$ cat src/hdl/brs_pkg.sv
// Shared types and constants of the block request segmenter.
`timescale 1ns / 1ps

package brs_pkg;

   // Payload widths, fixed by the transaction formats
   localparam int OpW       = 1;
   localparam int BlockW    = 32;
   localparam int OffsetW   = 30;
   localparam int LenW      = 20;
   localparam int AddrOutW  = 62;
   localparam int IoW       = LenW + 1;

   // Configuration register port
   localparam int CsrIndexW = 2;
   localparam int CsrDataW  = 5;
   localparam int SectorW   = 4;
   localparam int FragW     = 5;
   localparam int BlkLogW   = 5;

   localparam logic [CsrIndexW-1:0] RegSectorLog2 = 2'd0;
   localparam logic [CsrIndexW-1:0] RegFragLog2   = 2'd1;
   localparam logic [CsrIndexW-1:0] RegBlockLog2  = 2'd2;

   // Reset values and legal ranges of the size registers
   localparam logic [SectorW-1:0] SectorReset = 4'd9;
   localparam logic [SectorW-1:0] SectorMin   = 4'd9;
   localparam logic [SectorW-1:0] SectorMax   = 4'd14;
   localparam logic [FragW-1:0]   FragReset   = 5'd14;
   localparam logic [FragW-1:0]   FragMin     = 5'd14;
   localparam logic [FragW-1:0]   FragMax     = 5'd22;
   localparam logic [BlkLogW-1:0] BlockReset  = 5'd22;
   localparam logic [BlkLogW-1:0] BlockMin    = 5'd19;
   localparam logic [BlkLogW-1:0] BlockMax    = 5'd30;

   // Sector and fragment sizes at their largest
   localparam int SectorSizeW = 15;
   localparam int SectorMaskW = 14;
   localparam int FragSizeW   = 23;

   // Segments per request at most
   localparam int SegLimit = 36;
   localparam int CountW   = $clog2(SegLimit);
   localparam logic [CountW-1:0] CountLast = CountW'(SegLimit - 1);

   typedef struct packed {
      logic [OpW-1:0]     operation;
      logic [BlockW-1:0]  block_number;
      logic [OffsetW-1:0] offset;
      logic [LenW-1:0]    length;
   } brs_req_type;

   typedef struct packed {
      logic [AddrOutW-1:0] aligned_address;
      logic [LenW-1:0]     io_length;
      logic [AddrOutW-1:0] data_address;
      logic [LenW-1:0]     data_length;
      logic                needs_merge;
      logic                last_segment;
   } brs_rsp_type;

   typedef enum logic [1:0] {
      BRS_IDLE,
      BRS_LOAD,
      BRS_RUN
   } brs_state_type;

   typedef struct packed {
      logic capture;   // latch the request transaction
      logic start;     // form start address and saturated length
      logic step;      // emit one segment into the output register
   } brs_cmd_type;

   typedef struct packed {
      logic len_zero;  // captured request has no data
      logic out_free;  // output register can take a segment this cycle
      logic seg_last;  // segment being formed ends the request
   } brs_status_type;

endpackage

$ cat src/hdl/brs_ctrl.sv
// Controller state machine of the block request segmenter.
`timescale 1ns / 1ps

module brs_ctrl
   import brs_pkg::*;
(
   input  logic           clock,
   input  logic           reset,
   input  logic           req_valid,
   output logic           req_stall,
   input  brs_status_type status,
   output brs_cmd_type    cmd
);

   brs_state_type state_ff;
   brs_state_type state_in;

   always_ff @(posedge clock) begin
      if (reset) begin
         state_ff <= BRS_IDLE;
      end else begin
         state_ff <= state_in;
      end
   end

   always_comb begin
      state_in  = state_ff;
      cmd       = '0;
      req_stall = 1'b1;
      case (state_ff)
         BRS_IDLE: begin
            req_stall = 1'b0;
            if (req_valid) begin
               cmd.capture = 1'b1;
               state_in    = BRS_LOAD;
            end
         end
         BRS_LOAD: begin
            cmd.start = 1'b1;
            state_in  = status.len_zero ? BRS_IDLE : BRS_RUN;
         end
         BRS_RUN: begin
            if (status.out_free) begin
               cmd.step = 1'b1;
               if (status.seg_last) begin
                  state_in = BRS_IDLE;
               end
            end
         end
         default: begin
            state_in = BRS_IDLE;
         end
      endcase
   end

endmodule

$ cat src/hdl/brs_datapath.sv
// Datapath of the block request segmenter: size registers, walk registers, segment former.
`timescale 1ns / 1ps

module brs_datapath
   import brs_pkg::*;
#(
   parameter int MAX_LENGTH_LOG2 = 19,
   parameter int ADDRESS_WIDTH   = 62
)
(
   input  logic                 clock,
   input  logic                 reset,
   input  brs_req_type          req_data,
   output brs_rsp_type          rsp_data,
   output logic                 rsp_valid,
   input  logic                 rsp_stall,
   input  logic                 csr_write,
   input  logic [CsrIndexW-1:0] csr_index,
   input  logic [CsrDataW-1:0]  csr_wdata,
   input  brs_cmd_type          cmd,
   output brs_status_type       status
);

   localparam int CmpW = (MAX_LENGTH_LOG2 + 1 > LenW) ? MAX_LENGTH_LOG2 + 1 : LenW;
   localparam logic [CmpW-1:0] MaxLen = CmpW'(1) << MAX_LENGTH_LOG2;

   // Size registers
   logic [SectorW-1:0] sector_log2_ff, sector_log2_in;
   logic [FragW-1:0]   frag_log2_ff,   frag_log2_in;
   logic [BlkLogW-1:0] block_log2_ff,  block_log2_in;

   // Walk registers
   brs_req_type              req_ff,   req_in;
   logic [ADDRESS_WIDTH-1:0] addr_ff,  addr_in;
   logic [LenW-1:0]          rem_ff,   rem_in;
   logic [CountW-1:0]        count_ff, count_in;
   brs_rsp_type              rsp_ff,   rsp_in;
   logic                     rsp_valid_ff, rsp_valid_in;

   // Clamped sizes
   logic [SectorW-1:0]     sl;
   logic [FragW-1:0]       fl;
   logic [BlkLogW-1:0]     bl;
   logic [SectorSizeW-1:0] ssz;
   logic [SectorMaskW-1:0] smask;
   logic [FragSizeW-1:0]   fsz;

   // Segment former
   logic [SectorMaskW-1:0] head;
   logic [SectorSizeW-1:0] head_room;
   logic [IoW-1:0]         io_round;
   logic [IoW-1:0]         seg_io;
   logic [LenW-1:0]        seg_dl;
   logic [LenW-1:0]        rem_next;
   logic [63:0]            start_sum;
   brs_rsp_type            seg;

   always_comb begin
      sl = (sector_log2_ff < SectorMin) ? SectorMin :
           (sector_log2_ff > SectorMax) ? SectorMax : sector_log2_ff;
      fl = (frag_log2_ff < FragMin) ? FragMin :
           (frag_log2_ff > FragMax) ? FragMax : frag_log2_ff;
      bl = (block_log2_ff < BlockMin) ? BlockMin :
           (block_log2_ff > BlockMax) ? BlockMax : block_log2_ff;
      ssz   = SectorSizeW'(1) << sl;
      smask = SectorMaskW'(ssz - SectorSizeW'(1));
      fsz   = FragSizeW'(1) << fl;
   end

   // One segment from the current walk position
   always_comb begin
      head      = smask & addr_ff[SectorMaskW-1:0];
      head_room = ssz - SectorSizeW'(head);
      io_round  = '0;
      if (head != '0) begin
         // unaligned head: one full sector, read-merge
         seg_dl = (LenW'(head_room) > rem_ff) ? rem_ff : LenW'(head_room);
         seg_io = IoW'(ssz);
      end else begin
         seg_dl   = (FragSizeW'(rem_ff) < fsz) ? rem_ff : LenW'(fsz);
         io_round = (IoW'(seg_dl) + IoW'(smask)) & ~IoW'(smask);
         seg_io   = io_round;
         // write: drop the partial tail sector so it merges later
         if (req_ff.operation == 1'b1 && io_round != IoW'(seg_dl) &&
             io_round > IoW'(ssz)) begin
            seg_io = io_round - IoW'(ssz);
            seg_dl = seg_io[LenW-1:0];
         end
      end
      rem_next = rem_ff - seg_dl;

      seg.aligned_address = AddrOutW'(addr_ff & ~ADDRESS_WIDTH'(smask));
      seg.io_length       = seg_io[LenW-1:0];
      seg.data_address    = AddrOutW'(addr_ff);
      seg.data_length     = seg_dl;
      seg.needs_merge     = (seg_io != IoW'(seg_dl));
      seg.last_segment    = (rem_next == '0) || (count_ff == CountLast);
   end

   always_comb begin
      sector_log2_in = sector_log2_ff;
      frag_log2_in   = frag_log2_ff;
      block_log2_in  = block_log2_ff;
      if (csr_write) begin
         case (csr_index)
            RegSectorLog2: sector_log2_in = csr_wdata[SectorW-1:0];
            RegFragLog2:   frag_log2_in   = csr_wdata[FragW-1:0];
            RegBlockLog2:  block_log2_in  = csr_wdata[BlkLogW-1:0];
            default: begin
            end
         endcase
      end
   end

   always_comb begin
      req_in       = req_ff;
      addr_in      = addr_ff;
      rem_in       = rem_ff;
      count_in     = count_ff;
      rsp_in       = rsp_ff;
      rsp_valid_in = rsp_valid_ff;
      start_sum    = (64'(req_ff.block_number) << bl) + 64'(req_ff.offset);

      if (rsp_valid_ff && !rsp_stall) begin
         rsp_valid_in = 1'b0;
      end
      if (cmd.capture) begin
         req_in = req_data;
      end
      if (cmd.start) begin
         addr_in  = ADDRESS_WIDTH'(start_sum);
         rem_in   = (CmpW'(req_ff.length) > MaxLen) ? LenW'(MaxLen) : req_ff.length;
         count_in = '0;
      end
      if (cmd.step) begin
         rsp_in       = seg;
         rsp_valid_in = 1'b1;
         addr_in      = addr_ff + ADDRESS_WIDTH'(seg_dl);
         rem_in       = rem_next;
         count_in     = count_ff + CountW'(1);
      end
   end

   always_ff @(posedge clock) begin
      if (reset) begin
         sector_log2_ff <= SectorReset;
         frag_log2_ff   <= FragReset;
         block_log2_ff  <= BlockReset;
         rsp_valid_ff   <= 1'b0;
         count_ff       <= '0;
      end else begin
         sector_log2_ff <= sector_log2_in;
         frag_log2_ff   <= frag_log2_in;
         block_log2_ff  <= block_log2_in;
         rsp_valid_ff   <= rsp_valid_in;
         count_ff       <= count_in;
      end
   end

   always_ff @(posedge clock) begin
      req_ff  <= req_in;
      addr_ff <= addr_in;
      rem_ff  <= rem_in;
      rsp_ff  <= rsp_in;
   end

   assign rsp_data        = rsp_ff;
   assign rsp_valid       = rsp_valid_ff;
   assign status.len_zero = (req_ff.length == '0);
   assign status.out_free = !rsp_valid_ff || !rsp_stall;
   assign status.seg_last = seg.last_segment;

endmodule

$ cat src/hdl/block_request_segmenter_top.sv
// Top level of the block request segmenter: controller and datapath.
`timescale 1ns / 1ps

// Splits one read or write request on a file system block into device
// segments, in address order. The request starts at device byte address
// block_number * 2^block_size_log2 + offset (wrapping at ADDRESS_WIDTH bits).
// An unaligned start yields one sector-sized read-merge segment for the head;
// aligned parts are cut at the fragment size and rounded up to whole sectors,
// and on writes a rounded part longer than one sector is shortened to whole
// sectors so that its tail becomes a later merge segment. needs_merge marks a
// segment whose io_length differs from its data_length; last_segment marks the
// final one. A request longer than 2^MAX_LENGTH_LOG2 bytes is saturated to it,
// a zero-length request yields no segment, and a request is cut off after 36
// segments (the 36th then carries last_segment). Size registers out of range
// are clamped (sector 9..14, fragment 14..22, block 19..30); write them only
// while no request is in flight. Setup of a request transaction captures it and
// then forms the start address (shift and add); segments follow at one per cycle
// from the single segment former whenever the result side does not stall. The
// last segment may still wait in the output register while the next request
// transaction is taken.
module block_request_segmenter_top
   import brs_pkg::*;
#(
   parameter int MAX_LENGTH_LOG2 = 19,
   parameter int ADDRESS_WIDTH   = 62
)
(
   input  logic                 clock,
   input  logic                 reset,
   input  logic                 req_valid,
   output logic                 req_stall,
   input  brs_req_type          req_data,
   output logic                 rsp_valid,
   input  logic                 rsp_stall,
   output brs_rsp_type          rsp_data,
   input  logic                 csr_write,
   input  logic [CsrIndexW-1:0] csr_index,
   input  logic [CsrDataW-1:0]  csr_wdata
);

   brs_cmd_type    cmd;     // controller commands to the datapath
   brs_status_type status;  // datapath conditions back to the controller

   // Sequence capture, start and one step per free output slot
   brs_ctrl u_ctrl (
      .clock     (clock),
      .reset     (reset),
      .req_valid (req_valid),
      .req_stall (req_stall),
      .status    (status),
      .cmd       (cmd)
   );

   // Hold the size registers, walk the request and register each segment
   brs_datapath #(
      .MAX_LENGTH_LOG2 (MAX_LENGTH_LOG2),
      .ADDRESS_WIDTH   (ADDRESS_WIDTH)
   ) u_datapath (
      .clock     (clock),
      .reset     (reset),
      .req_data  (req_data),
      .rsp_data  (rsp_data),
      .rsp_valid (rsp_valid),
      .rsp_stall (rsp_stall),
      .csr_write (csr_write),
      .csr_index (csr_index),
      .csr_wdata (csr_wdata),
      .cmd       (cmd),
      .status    (status)
   );

endmodule

$ cat config.mk
export PLATFORM = sky130hd
export DESIGN_NAME = block_request_segmenter_top
export DESIGN_NICKNAME = d
export VERILOG_FILES = /design/src/hdl/brs_pkg.sv /design/src/hdl/brs_ctrl.sv /design/src/hdl/brs_datapath.sv /design/src/hdl/block_request_segmenter_top.sv
export SDC_FILE = /design/constraint.sdc
export NUM_CORES = 1
export LEC_CHECK = 0
export ABC_AREA = 1
export BUFFER_PORTS_ARGS = -buffer_cell sky130_fd_sc_hd__buf_2
export CAP_MARGIN = 20
export CORE_ASPECT_RATIO = 1.4
export CORE_MARGIN = 3
export CORE_UTILIZATION = 30
export DETAILED_ROUTE_END_ITERATION = 6
export SLEW_MARGIN = 40
export SYNTH_ARGS = -nofsm -noshare
export SYNTH_HDL_FRONTEND = slang
export SYNTH_SLANG_ARGS = --single-unit
$ cat constraint.sdc
create_clock -name clock -period 14.4 [get_ports clock]
set_input_delay 2.16 -clock clock [delete_from_list [all_inputs] [get_ports clock]]
set_output_delay 2.16 -clock clock [all_outputs]
set_load 0.005 [all_outputs]
==> impl_summary.txt, run 1 <==
----------------------------------------------------
[Outcome]
  Run status ... complete, no violations

[Timing]
  Tmin final ... 10.49 ns
  Tcrit/Tclk final ... 72.8%
  Setup TNS ... 0 ns
  Clock skew after layout ... 0.0324 ns
  Slew Viols, Final ... 0
  Unrepaired setup endpoints after global routing ... false
  Count of final hold-check violations ... 0
  Maximum achievable frequency ... 95.4 MHz
  Number of endpoints failing setup at the final stage ... 0
  Worst-Margin Slew ... 0.797 ns
  Slew headroom ... 46.3%

[Clocking]
  Number of buffers added by the clock tree synthesis step ... 37
  CTS Root Buffer Type ... clkbuf_16
  Buffers inserted by post-CTS timing repair ... 0
  Buffer levels on the longest clock path ... 3
  Worst-path clk slew ... 0.07 ns
  Number of buffers inserted for hold repair after clock tree synthesis ... 0
  Count of clock tree sinks ... 306
  CTS tree ... built
  H-tree depth reported by CTS ... 2
  Gates resized, CTS repair ... 0
  Insertion delay of the later-clocked pin in the worst-skew pair ... 0.57 ns

[Drt]
  DRC violation total after the first TritonRoute iteration ... 1308
  Average detailed-routed wire length per instance ... 17.9 microns
  Drt via density ... 4.79
  Number of nets with antenna violations after detailed routing ... 0
  Total number of vias ... 20100
  Post-route DRC ... 0
  Drt total wl ... 75200 microns
  Pre-antenna DRT Iters ... 5

[Synthesis]
  Fraction of the mapped netlist area in compound gates ... 12.8%
  Sequential cell area fraction in the yosys report ... 39.9%
  Most used flip-flop cell after synthesis ... edfxtp_1
  Simple-gate area share of the yosys netlist ... 24.9%
  Average cell area after synthesis ... 7.65 sq um
  Portion of netlist area occupied by mux cells ... 0.100%
  Syn. warnings ... 0
  Synth Register Bits ... 306
  Synth Cell Area ... 22500 sq um
  Async set-reset flop share out of synthesis ... 0%
  Synthesized-area fraction occupied by adder cells ... 7.78%
  Number of enable-type register cells in the synthesized netlist ... 283
  Unique masters post-synth ... 61
  Largest family of logic cells by synthesized area ... simple AND/OR/NAND/NOR gates
  Post-Synth XOR/XNOR Area ... 3.82%
  Synthesized instance count ... 2940

[Placed design]
  Placed Instance Area ... 24700 sq um
  Detailed Place HPWL ... 60700 microns
  Placer Congestion ... 0.999
  # port buffers ... 262

[Finish]
  Number of diodes added for antenna fixing ... 0
  Register Area ... 8960 sq um
  Final Net Count ... 3439
  Final Instance Area ... 26000 sq um
  Final-layout fill cell count ... 7912
  Multi-input logic area ... 11400 sq um
  Area growth from synthesis to layout ... 15.6%
  Share of final-layout standard cells stronger than drive strength 1 ... 13.3%

[Global routing]
  Antenna violations before repair ... 3
  Total overflow reported by the global router ... 0
  Vias in the first global route ... 19500
  Total GRT Usage ... 18.8%
  Wire length of the first global-routing pass ... 112000 microns
  Maximum number of pins on one net before global-route repair ... 88

[Die]
  DIE AREA ... 78300 sq um
  Core Region ... 74100 sq um
  Die outline width ... 237 microns
  I/O pin total ... 263
  Number of standard-cell rows in the floorplan ... 118
  Die extent in y ... 330 microns
  Starting utilization of the core area ... 30.3%

[Worst hold path]
  Path category of the worst min-delay check ... reg -> reg
  Hold Path Origin ... u_datapath.addr_ff[60]$_DFFE_PP_

[Setup path]
  Critical-path top delay cell ... ha_1
  Required @ worst endpoint ... 14.72 ns
  Category of the critical setup timing path ... reg -> reg
  Arrival time of data at the critical path endpoint ... 10.81 ns
  Type of destination of the critical path ... flip-flop
  Slowest cell delay on critical path ... 0.42 ns
  Dominant cell type by count on the critical path ... nor2_1
  Max FO, Critical Path ... 37
  Crit Reg-Reg Startpoint ... u_datapath.frag_log2_ff[2]$_SDFFE_PP1P_
  Crit path from ... u_datapath.frag_log2_ff[2]$_SDFFE_PP1P_
  Startpoint type of the worst setup path ... flip-flop

[Pwr]
  Final Total Pwr ... 3.19 mW
  Leakage power of the design ... 11.8 nW
  Areal power density over the cells ... 123 nW/um^2
  Largest vdd supply drop ... 0.0840 mV

[Job]
  MaxCap Viol Count ... 0

----------------------------------------------------
-- final timing paths --
| path | slack [ns] | to | depth (start not counted) |
|---|---|---|---|
| worst max-delay path | 3.91 | u_datapath.addr_ff[61]$_DFFE_PP_ | 59 |
| worst min-delay path | 0.46 | u_datapath.rsp_data[82]$_DFFE_PP_ | 0 |
| worst min register to register | 0.46 | u_datapath.rsp_data[82]$_DFFE_PP_ | 0 |
| worst max register to register | 3.91 | u_datapath.addr_ff[61]$_DFFE_PP_ | 59 |
-- stage by stage --
stage	worst slack (ns)	cells	hold WS (ns)	util, %
final	3.91	4193	0.465	35.1
after detailed placement	4.07	4127	0.452	33.4
after global placement	4.25	4127	0.432	33.3
after floorplan	6.10	3000	0.426	-
after global routing	2.90	4193	0.473	35.1
after CTS	3.99	4193	0.466	35.0
-- layout make-up --
class / count / area share (%)
Clock buffer: 47 / 3.95
Clock inverter: 19 / 0.871
Inverter: 462 / 6.71
Multi-Input combinational cell: 2120 / 43.8
Sequential cell: 306 / 34.5
Tap cell: 960 / 4.62
Timing Repair Buffer: 279 / 5.58
-- logic make-up after synthesis --
kind of cell    Yosys count
fa+ha+maj               138
other cells               2
xor+xnor                 98
buf+inv                 574
compound gates          520
flops                   306
mux                       2
simple gates           1300
-- state kept, by name, indices dropped and copies added, names as in the netlist --
signal and count:
u_datapath.rsp_data 118, u_datapath.req_ff 83, u_datapath.addr_ff 62, u_datapath.rem_ff 20
u_datapath.count_ff 6, u_datapath.block_log2_ff 5, u_datapath.frag_log2_ff 5, u_datapath.sector_log2_ff 4
u_ctrl.state_ff 2, u_datapath.rsp_valid 1
-- cells in the mapped netlist (6+ instances only) --
cell type / n / share of area (%)
o21ai_0: 236 / 5.3
o21ai_1: 27 / 0.60
nand4_1: 37 / 1.0
a21boi_0: 8 / 0.27
a31oi_1: 12 / 0.33
nor2_1: 236 / 3.9
dfxtp_1: 23 / 2.0
nand2_1: 708 / 12
buf_1: 6 / 0.10
a21oi_1: 155 / 3.5
nand3_2: 10 / 0.45
o211ai_1: 28 / 0.94
ha_1: 135 / 7.5
inv_2: 13 / 0.22
o31ai_1: 9 / 0.30
buf_4: 48 / 1.6
xnor2_1: 29 / 1.1
nor4_1: 22 / 0.61
xor2_1: 69 / 2.7
o21bai_1: 11 / 0.37
or2_2: 12 / 0.33
nand3b_1: 9 / 0.30
buf_6: 7 / 0.35
nand2_2: 18 / 0.50
nand3_1: 163 / 3.6
nor2_2: 8 / 0.22
buf_2: 9 / 0.20
inv_1: 446 / 7.4
nor3_1: 60 / 1.3
edfxtp_1: 283 / 38
clkbuf_1: 42 / 0.70
-- routing by layer --
layer / global-route usage [%] / part of all wire (%) / vias to the layer above
li1: - / - / 10200
met1: 21.3 / 40 / 9147
met2: 35.1 / 51 / 554
met3: 2.05 / 4.2 / 150
met4: 8.89 / 4.9 / 0
met5: 0 / 0 / -
-- cells in the final DEF (no fill, tap or decap), types with 7 or more instances in the layout --
cell	count
a21oi_1	154
inv_2	15
inv_1	444
xnor2_1	29
conb_1	62
nor2_2	8
nand3b_1	9
nand2_1	707
nand3_1	163
dfxtp_1	23
a31oi_1	12
o21bai_1	11
clkinv_2	7
buf_4	14
o21ai_0	236
nand3_2	10
o211ai_1	28
clkbuf_16	39
o31ai_1	9
nand4_1	37
buf_2	262
edfxtp_1	283
o21ai_1	27
nand2_2	19
xor2_1	69
nor4_1	21
a21boi_0	8
ha_1	135
nor3_1	57
or2_2	12
nor2_1	235
-- power by group --
part	total [mW]	switching, mW	internal, mW	leakage, nW
sequential	1.15	0.0685	1.08	2.83
clock	0.977	0.397	0.580	0.604
combinational	1.06	0.713	0.346	8.39
-- critical path, delay by kind of cell (launching register included) --
family | cells | cell delay [ns]
DFF | 1 | 0.41
and+or+nand+nor | 31 | 4.53
AOI/OAI and AO/OA | 18 | 3.30
buffers and inverters | 6 | 0.53
adders and majority gates | 4 | 1.44
(Power assumes the default switching activity.)
==> run 2: changes to the inputs <==
- ABC_AREA: 1 -> 0
- clock period: 14.4 -> 8.75 ns (I/O delays scaled with it)
==> run 2 against run 1 <==
Against the previous run: fmax up 18%; setup slack worse by 4.0 ns; critical endpoint is now u_ctrl.state_ff[1]$_SDFFE_PP0P_; sequential power up 67%; non-clock buffer count up 333; the run now ends with setup timing left.
==> impl_summary.txt, run 2 <==
----------------------------------------------------
[Outcome]
  Failing checks ... setup timing
  Run status ... finished, violations left

[Die]
  DIE AREA ... 73700 sq um
  Die outline width ... 230 microns
  Core Region ... 69300 sq um
  Number of standard-cell rows in the floorplan ... 114
  I/O pin total ... 263
  Starting utilization of the core area ... 30.5%
  Die extent in y ... 320 microns

[Placed design]
  Detailed Place HPWL ... 60500 microns
  # port buffers ... 262
  Placer Congestion ... 0.965
  Placement-stage worst setup slack ... -0.952 ns

[Pwr]
  Areal power density over the cells ... 200 nW/um^2
  Switching power of the nets ... 1.98 mW
  Fraction of power consumed by the clock network ... 27.6%
  Largest vdd supply drop ... 0.141 mV
  Internal power component ... 3.66 mW
  Fraction of power consumed by combinational cells ... 38.4%
  Leakage power of the design ... 11.5 nW
  Switching fraction of total power ... 35.1%
  Power share of the sequential group ... 34.0%

[Drt]
  Total number of vias ... 18500
  Pre-antenna DRT Iters ... 5
  Drt via density ... 5.09
  Average detailed-routed wire length per instance ... 21.2 microns
  Drt total wl ... 77200 microns
  Post-route DRC ... 0
  Number of nets with antenna violations after detailed routing ... 0
  DRC violation total after the first TritonRoute iteration ... 1125

[Finish]
  Share of final-layout standard cells stronger than drive strength 1 ... 33.6%
  Final-layout fill cell count ... 6787
  Area growth from synthesis to layout ... 33.3%
  Most common cell after layout, fill and taps aside ... buf_4
  Final Net Count ... 2914
  Largest register FFs ... 118
  End-of-flow core utilization ... 40.6%
  Leading cell types in the layout, fill and taps excluded ... 326 x buf_4, 283 x edfxtp_1, 262 x buf_2

[Synthesis]
  Most frequent cell after synthesis ... edfxtp_1
  Synth Register Bits ... 306
  Most used flip-flop cell after synthesis ... edfxtp_1
  Async set-reset flop share out of synthesis ... 0%
  Number of enable-type register cells in the synthesized netlist ... 283
  Synthesized instance count ... 2087
  Average cell area after synthesis ... 10.1 sq um
  Proportion of netlist area held by the largest area contributor ... 40.2%
  Unique masters post-synth ... 93
  Synth Cell Area ... 21100 sq um
  Leading cell types by total area after synthesis ... edfxtp_1 40%, ha_1 8.0%, xnor2_1 4.1%, a21oi_1 3.4%, mux4_2 3.3%
  Sequential cell area fraction in the yosys report ... 42.4%
  Syn. warnings ... 0
  Cell type with the largest total area after synthesis ... edfxtp_1
  List of most frequent post-synthesis cells ... 283 x edfxtp_1, 184 x nor2_1, 169 x nand2_1

[Setup path]
  Type of destination of the critical path ... flip-flop
  Arrival time of data at the critical path endpoint ... 9.32 ns
  Category of the critical setup timing path ... reg -> reg
  Register-to-register setup slack ... -0.14 ns
  Required @ worst endpoint ... 9.18 ns
  Critical-path top delay cell ... or4_4
  Max FO, Critical Path ... 6
  Crit Reg-Reg Startpoint ... u_datapath.frag_log2_ff[2]$_SDFFE_PP1P_
  Startpoint type of the worst setup path ... flip-flop
  Slowest cell delay on critical path ... 0.55 ns
  R2r endpoint ... u_ctrl.state_ff[1]$_SDFFE_PP0P_
  Reg2reg path depth ... 43

[Global routing]
  Maximum number of pins on one net before global-route repair ... 85
  Total overflow reported by the global router ... 0
  Wire length of the first global-routing pass ... 114000 microns
  Total GRT Usage ... 20.2%
  Vias in the first global route ... 18800
  Antenna violations before repair ... 2

[Worst hold path]
  Hold Path Origin ... u_datapath.addr_ff[17]$_DFFE_PP_
  Worst Hold End ... u_datapath.rsp_data[39]$_DFFE_PP_
  Path category of the worst min-delay check ... reg -> reg
  Cells on Worst Hold Path ... 0

[Clocking]
  CTS tree ... built
  CTS Root Buffer Type ... clkbuf_16
  Count of clock tree sinks ... 306
  Number of buffers added by the clock tree synthesis step ... 37
  Number of buffers inserted for hold repair after clock tree synthesis ... 0
  Insertion delay of the later-clocked pin in the worst-skew pair ... 0.58 ns
  Worst-path clk slew ... 0.06 ns
  Buffer levels on the longest clock path ... 3
  H-tree depth reported by CTS ... 2

[Timing]
  Worst-Margin Slew ... 0.873 ns
  Clock skew after layout ... 0.0313 ns
  Slew headroom ... 41.7%
  Tcrit/Tclk final ... 102%
  Final worst hold slack ... 0.460 ns
  Slew Viols, Final ... 0
  Tmin final ... 8.89 ns
  Setup TNS ... -0.390 ns
  Count of final hold-check violations ... 0
  Slack of the critical path ... -0.137 ns
  Number of endpoints failing setup at the final stage ... 10
  Maximum achievable frequency ... 113 MHz
  Unrepaired setup endpoints after global routing ... true

[Job]
  MaxCap Viol Count ... 0

----------------------------------------------------
## run 2: changes by cell type after synthesis, moves of 23 or more
| cell | change |
|---|---|
| xnor2_1 | +70 |
| inv_1 | -343 |
| nand3_1 | -101 |
| o21ai_1 | -24 |
| nor2_1 | -52 |
| and3_1 | +26 |
| nand2_1 | -539 |
| nand2b_1 | +23 |
| nor2b_1 | +24 |
| o21ai_0 | -117 |
| a21o_1 | +24 |
| nor3_1 | -24 |
| mux2i_1 | +61 |
| mux4_2 | +31 |
## run 2: worst max path at each step
stage                                      end                                     from  cells past startpoint  slack, ns
2_1_floorplan  u_ctrl.state_ff[1]$_SDFFE_PP0P_  u_datapath.frag_log2_ff[2]$_SDFFE_PP1P_                     49      -0.02
3_3_place_gp   u_ctrl.state_ff[1]$_SDFFE_PP0P_  u_datapath.frag_log2_ff[2]$_SDFFE_PP1P_                     42      -0.84
3_5_place_dp   u_ctrl.state_ff[1]$_SDFFE_PP0P_  u_datapath.frag_log2_ff[2]$_SDFFE_PP1P_                     42      -0.95
4_1_cts        u_ctrl.state_ff[1]$_SDFFE_PP0P_  u_datapath.frag_log2_ff[2]$_SDFFE_PP1P_                     45      -0.11
5_1_grt        u_ctrl.state_ff[1]$_SDFFE_PP0P_  u_datapath.frag_log2_ff[2]$_SDFFE_PP1P_                     44      -0.46
6_report       u_ctrl.state_ff[1]$_SDFFE_PP0P_  u_datapath.frag_log2_ff[2]$_SDFFE_PP1P_                     43      -0.14
## run 2: per-layer routing
metal	vias up	global-route usage (%)	part of all wire, %
met3	186	3.03	4.6
li1	8802	-	-
met2	578	37.3	52
met4	2	10.8	5.9
met1	8958	22.3	37
met5	-	0	0.017
## run 2: per-stage QoR
step                      std cells  instance area (sq um)  power [mW]
after floorplan                2147                  21400        3.03
after global placement         3507                  25400        3.81
after detailed placement       3507                  25400        3.83
after CTS                      3601                  27200        5.52
after global routing           3637                  28100        5.93
final                          3638                  28100        5.64
## run 2: cell type report
cell class | instances | area, sq um | share of cell area [%]
diodes | 1 | 2.50 | 0.00889
multi-input cells | 1620 | 12300 | 43.9
clock inverters | 26 | 260 | 0.925
clock buffers | 41 | 941 | 3.34
flip-flops and latches | 306 | 8960 | 31.8
well taps | 928 | 1160 | 4.13
repair buffers | 612 | 4070 | 14.5
inverters | 104 | 399 | 1.42
## run 2: power by group through the flow
stage / Combinational [mW] / Sequential (mW) / Clock (mW)
6_report: 2.17 / 1.92 / 1.56
5_1_grt: 2.34 / 1.93 / 1.66
4_1_cts: 2.00 / 1.92 / 1.61
3_5_place_dp: 1.89 / 1.94 / 0
3_3_place_gp: 1.86 / 1.94 / 0
2_1_floorplan: 1.12 / 1.91 / 0
## run 2: kinds of logic after synthesis
family / share of synthesized area (%)
AOI/OAI and AO/OA: 14.9
xor gates and xnor gates: 7.26
adders and majority gates: 8.28
buffers and inverters: 5.15
DFF: 42.4
muxes: 6.43
other: 0.0356
and+or+nand+nor: 15.5
## run 2: timing repair
item                       CTS  global route
resized for setup           93           148
buffers inserted            27            36
pin swaps                   38            67
gates cloned                 1             0
setup endpoints to repair   54            53
## run 2: critical path, delay by kind of cell (launching register included)
kind / cells / cell delay [ns]
buffers and inverters: 2 / 0.33
flip-flops: 1 / 0.34
AO/OA/AOI/OAI: 18 / 3.80
AND/OR/NAND/NOR: 17 / 2.97
XOR/XNOR: 2 / 0.29
adder cells (fa/ha/maj): 4 / 0.98
==> run 3: changes to the inputs <==
- SYNTH_HIERARCHICAL: unset -> 1
==> run 3 against run 2 <==
Against the previous run: the flow now finishes without violations; flip-flop and latch count unchanged; clock-buffer cell count increased by 3; final cell count decreased by 0.52%; clock power decreased by 5%; setup slack improved by 0.18 ns; critical path depth increased by 3; final area decreased by 0.71%; first-iteration DRC count increased by 3.3%; synthesized area increased by 3.0%; utilization decreased by 1.6 points; critical path type unchanged; highest routed layer is now met4.
==> impl_summary.txt, run 3 <==
----------------------------------------------------
[Outcome]
  Run status ... complete, no violations

[Synthesis]
  Most used flip-flop cell after synthesis ... edfxtp_1
  Cell type with the largest total area after synthesis ... edfxtp_1
  Proportion of netlist area held by the largest area contributor ... 39.1%
  Syn. warnings ... 6
  Sequential cell area fraction in the yosys report ... 41.2%
  Async set-reset flop share out of synthesis ... 0%
  Average cell area after synthesis ... 10.0 sq um
  Synthesized instance count ... 2166
  Most frequent cell after synthesis ... edfxtp_1
  Synth Cell Area ... 21700 sq um
  Number of enable-type register cells in the synthesized netlist ... 283
  Unique masters post-synth ... 118
  Leading cell types by total area after synthesis ... edfxtp_1 39%, ha_1 7.5%, mux2i_1 5.6%, xnor2_1 4.1%, nand2_1 3.1%
  List of most frequent post-synthesis cells ... 283 x edfxtp_1, 180 x nand2_1, 146 x nor2_1
  Synth Register Bits ... 306

[Clocking]
  H-tree depth reported by CTS ... 2
  Count of clock tree sinks ... 306
  Worst-path clk slew ... 0.06 ns
  CTS Root Buffer Type ... clkbuf_16
  CTS tree ... built
  Insertion delay of the later-clocked pin in the worst-skew pair ... 0.56 ns
  Buffer levels on the longest clock path ... 3
  Number of buffers added by the clock tree synthesis step ... 36

[Drt]
  Drt total wl ... 76900 microns
  Number of nets with antenna violations after detailed routing ... 0
  DRC violation total after the first TritonRoute iteration ... 1162
  Total number of vias ... 18700
  Drt via density ... 5.17
  Pre-antenna DRT Iters ... 6
  Average detailed-routed wire length per instance ... 21.2 microns
  Post-route DRC ... 0

[Timing]
  Tmin final ... 8.71 ns
  Unrepaired setup endpoints after global routing ... true
  Clock skew after layout ... 0.0280 ns
  Slew headroom ... 27.3%
  Tcrit/Tclk final ... 99.5%
  Final worst hold slack ... 0.473 ns
  Maximum achievable frequency ... 115 MHz
  Setup TNS ... 0 ns
  Slew Viols, Final ... 0
  Slack of the critical path ... 0.0433 ns
  Number of endpoints failing setup at the final stage ... 0
  Count of final hold-check violations ... 0
  Worst-Margin Slew ... 1.08 ns

[Global routing]
  Maximum number of pins on one net before global-route repair ... 73
  Vias in the first global route ... 18600
  Antenna violations before repair ... 3
  Wire length of the first global-routing pass ... 112000 microns
  Total overflow reported by the global router ... 0
  Total GRT Usage ... 19.5%

[Setup path]
  Number of buffer and inverter instances along the worst setup path ... 8
  Arrival time of data at the critical path endpoint ... 9.02 ns
  Category of the critical setup timing path ... reg -> reg
  Startpoint type of the worst setup path ... flip-flop
  Slowest cell delay on critical path ... 0.54 ns
  Path length in cells of the critical path ... 46
  Type of destination of the critical path ... flip-flop
  Reg2reg path depth ... 46
  Max FO, Critical Path ... 8
  Critical-path top delay cell ... or4_4
  Dominant delay contributor by cell family on the critical path ... compound AO/OA/AOI/OAI gates
  Required @ worst endpoint ... 9.06 ns

[Finish]
  End-of-flow core utilization ... 39.0%
  Share of final-layout standard cells stronger than drive strength 1 ... 29.8%
  Final Instance Area ... 27900 sq um
  Final Net Count ... 2880
  Most common cell after layout, fill and taps aside ... edfxtp_1
  Number of diodes added for antenna fixing ... 0
  Non-filler cells, final ... 3619
  Largest register FFs ... 118
  Leading cell types in the layout, fill and taps excluded ... 283 x edfxtp_1, 262 x buf_2, 241 x buf_4
  Area growth from synthesis to layout ... 28.5%

[Die]
  Starting utilization of the core area ... 30.3%
  I/O pin total ... 263
  DIE AREA ... 75800 sq um
  Die outline width ... 234 microns
  Core Region ... 71700 sq um
  Die extent in y ... 325 microns
  Number of standard-cell rows in the floorplan ... 116

[Worst hold path]
  Path category of the worst min-delay check ... reg -> reg
  Cells on Worst Hold Path ... 0

[Pwr]
  Fraction of power consumed by combinational cells ... 36.7%
  Areal power density over the cells ... 190 nW/um^2
  Switching fraction of total power ... 34.3%
  Fraction of power consumed by the clock network ... 27.9%
  Leakage power of the design ... 11.8 nW
  Switching power of the nets ... 1.82 mW
  Final Total Pwr ... 5.31 mW
  Internal power component ... 3.49 mW
  Largest vdd supply drop ... 0.117 mV
  Power share of the sequential group ... 35.4%

[Placed design]
  # port buffers ... 262
  Placement-stage worst setup slack ... -0.377 ns
  Placer Congestion ... 1.00
  Placed Instance Area ... 25500 sq um
  Detailed Place HPWL ... 60500 microns
  Placed insts ... 3517

[Job]
  MaxCap Viol Count ... 0

----------------------------------------------------
## run 3: cell types whose count changed after synthesis, sizes merged, moves of 9 or more
cell    before  now
nand2      170  181
xor2        76   59
nor4        17   29
nor2       184  147
a21oi      145  126
mux4        31    5
o21ai      124  113
mux2i       61  123
mux2         4   13
a21o        26   36
nor3        37   52
a21boi       9   18
## run 3: worst paths after layout
| kind | slack, ns | endpoint | start |
|---|---|---|---|
| max | 0.04 | u_datapath/addr_ff[50]$_DFFE_PP_ | u_datapath/frag_log2_ff[3]$_SDFFE_PP1P_ |
| min | 0.47 | u_datapath/rsp_data[127]$_DFFE_PP_ | u_datapath/addr_ff[23]$_DFFE_PP_ |
| max reg2reg | 0.04 | u_datapath/addr_ff[50]$_DFFE_PP_ | u_datapath/frag_log2_ff[3]$_SDFFE_PP1P_ |
| min reg2reg | 0.47 | u_datapath/rsp_data[127]$_DFFE_PP_ | u_datapath/addr_ff[23]$_DFFE_PP_ |
## run 3: kinds of logic (layout without fill, tap and decap cells)
group	count (synthesis)	in the layout	synth area share [%]
AO/OA/AOI/OAI	513	513	16.3
buffers and inverters	237	695	5.44
adder cells (fa/ha/maj)	135	135	7.86
other	2	53	0.0345
flip-flops	306	306	41.2
multiplexers	141	141	6.96
AND/OR/NAND/NOR	672	672	15.8
XOR/XNOR	160	160	6.44
## run 3: area by class of cell
cell class | count | area, sq um
clock buffers | 44 | 983
clock inverters | 18 | 168
fillers | 7139 | 43800
inverters | 107 | 404
multi-input cells | 1674 | 12800
flip-flops and latches | 306 | 8960
well taps | 944 | 1180
repair buffers | 526 | 3430
## run 3: what timing repair did
action	in CTS	in global routing
setup endpoints to repair	49	56
gates cloned	0	3
pin swaps	37	92
hold buffers	0	0
resized for setup	39	143
buffers inserted	13	26
## run 3: power groups by stage
stage	Clock, mW	Sequential, mW	Combinational, mW
after floorplan	0	1.87	1.10
after global placement	0	1.91	1.73
after detailed placement	0	1.91	1.73
after CTS	1.54	1.88	1.78
after global routing	1.59	1.89	2.12
final	1.48	1.88	1.95
## run 3: metal layers
metal	up-vias	GRT usage, %	wire length, microns
met5	-	0	0
met4	0	11.1	5210
met3	206	2.82	4280
met2	638	34.8	38700
met1	8901	22.0	28700
li1	8971	-	-
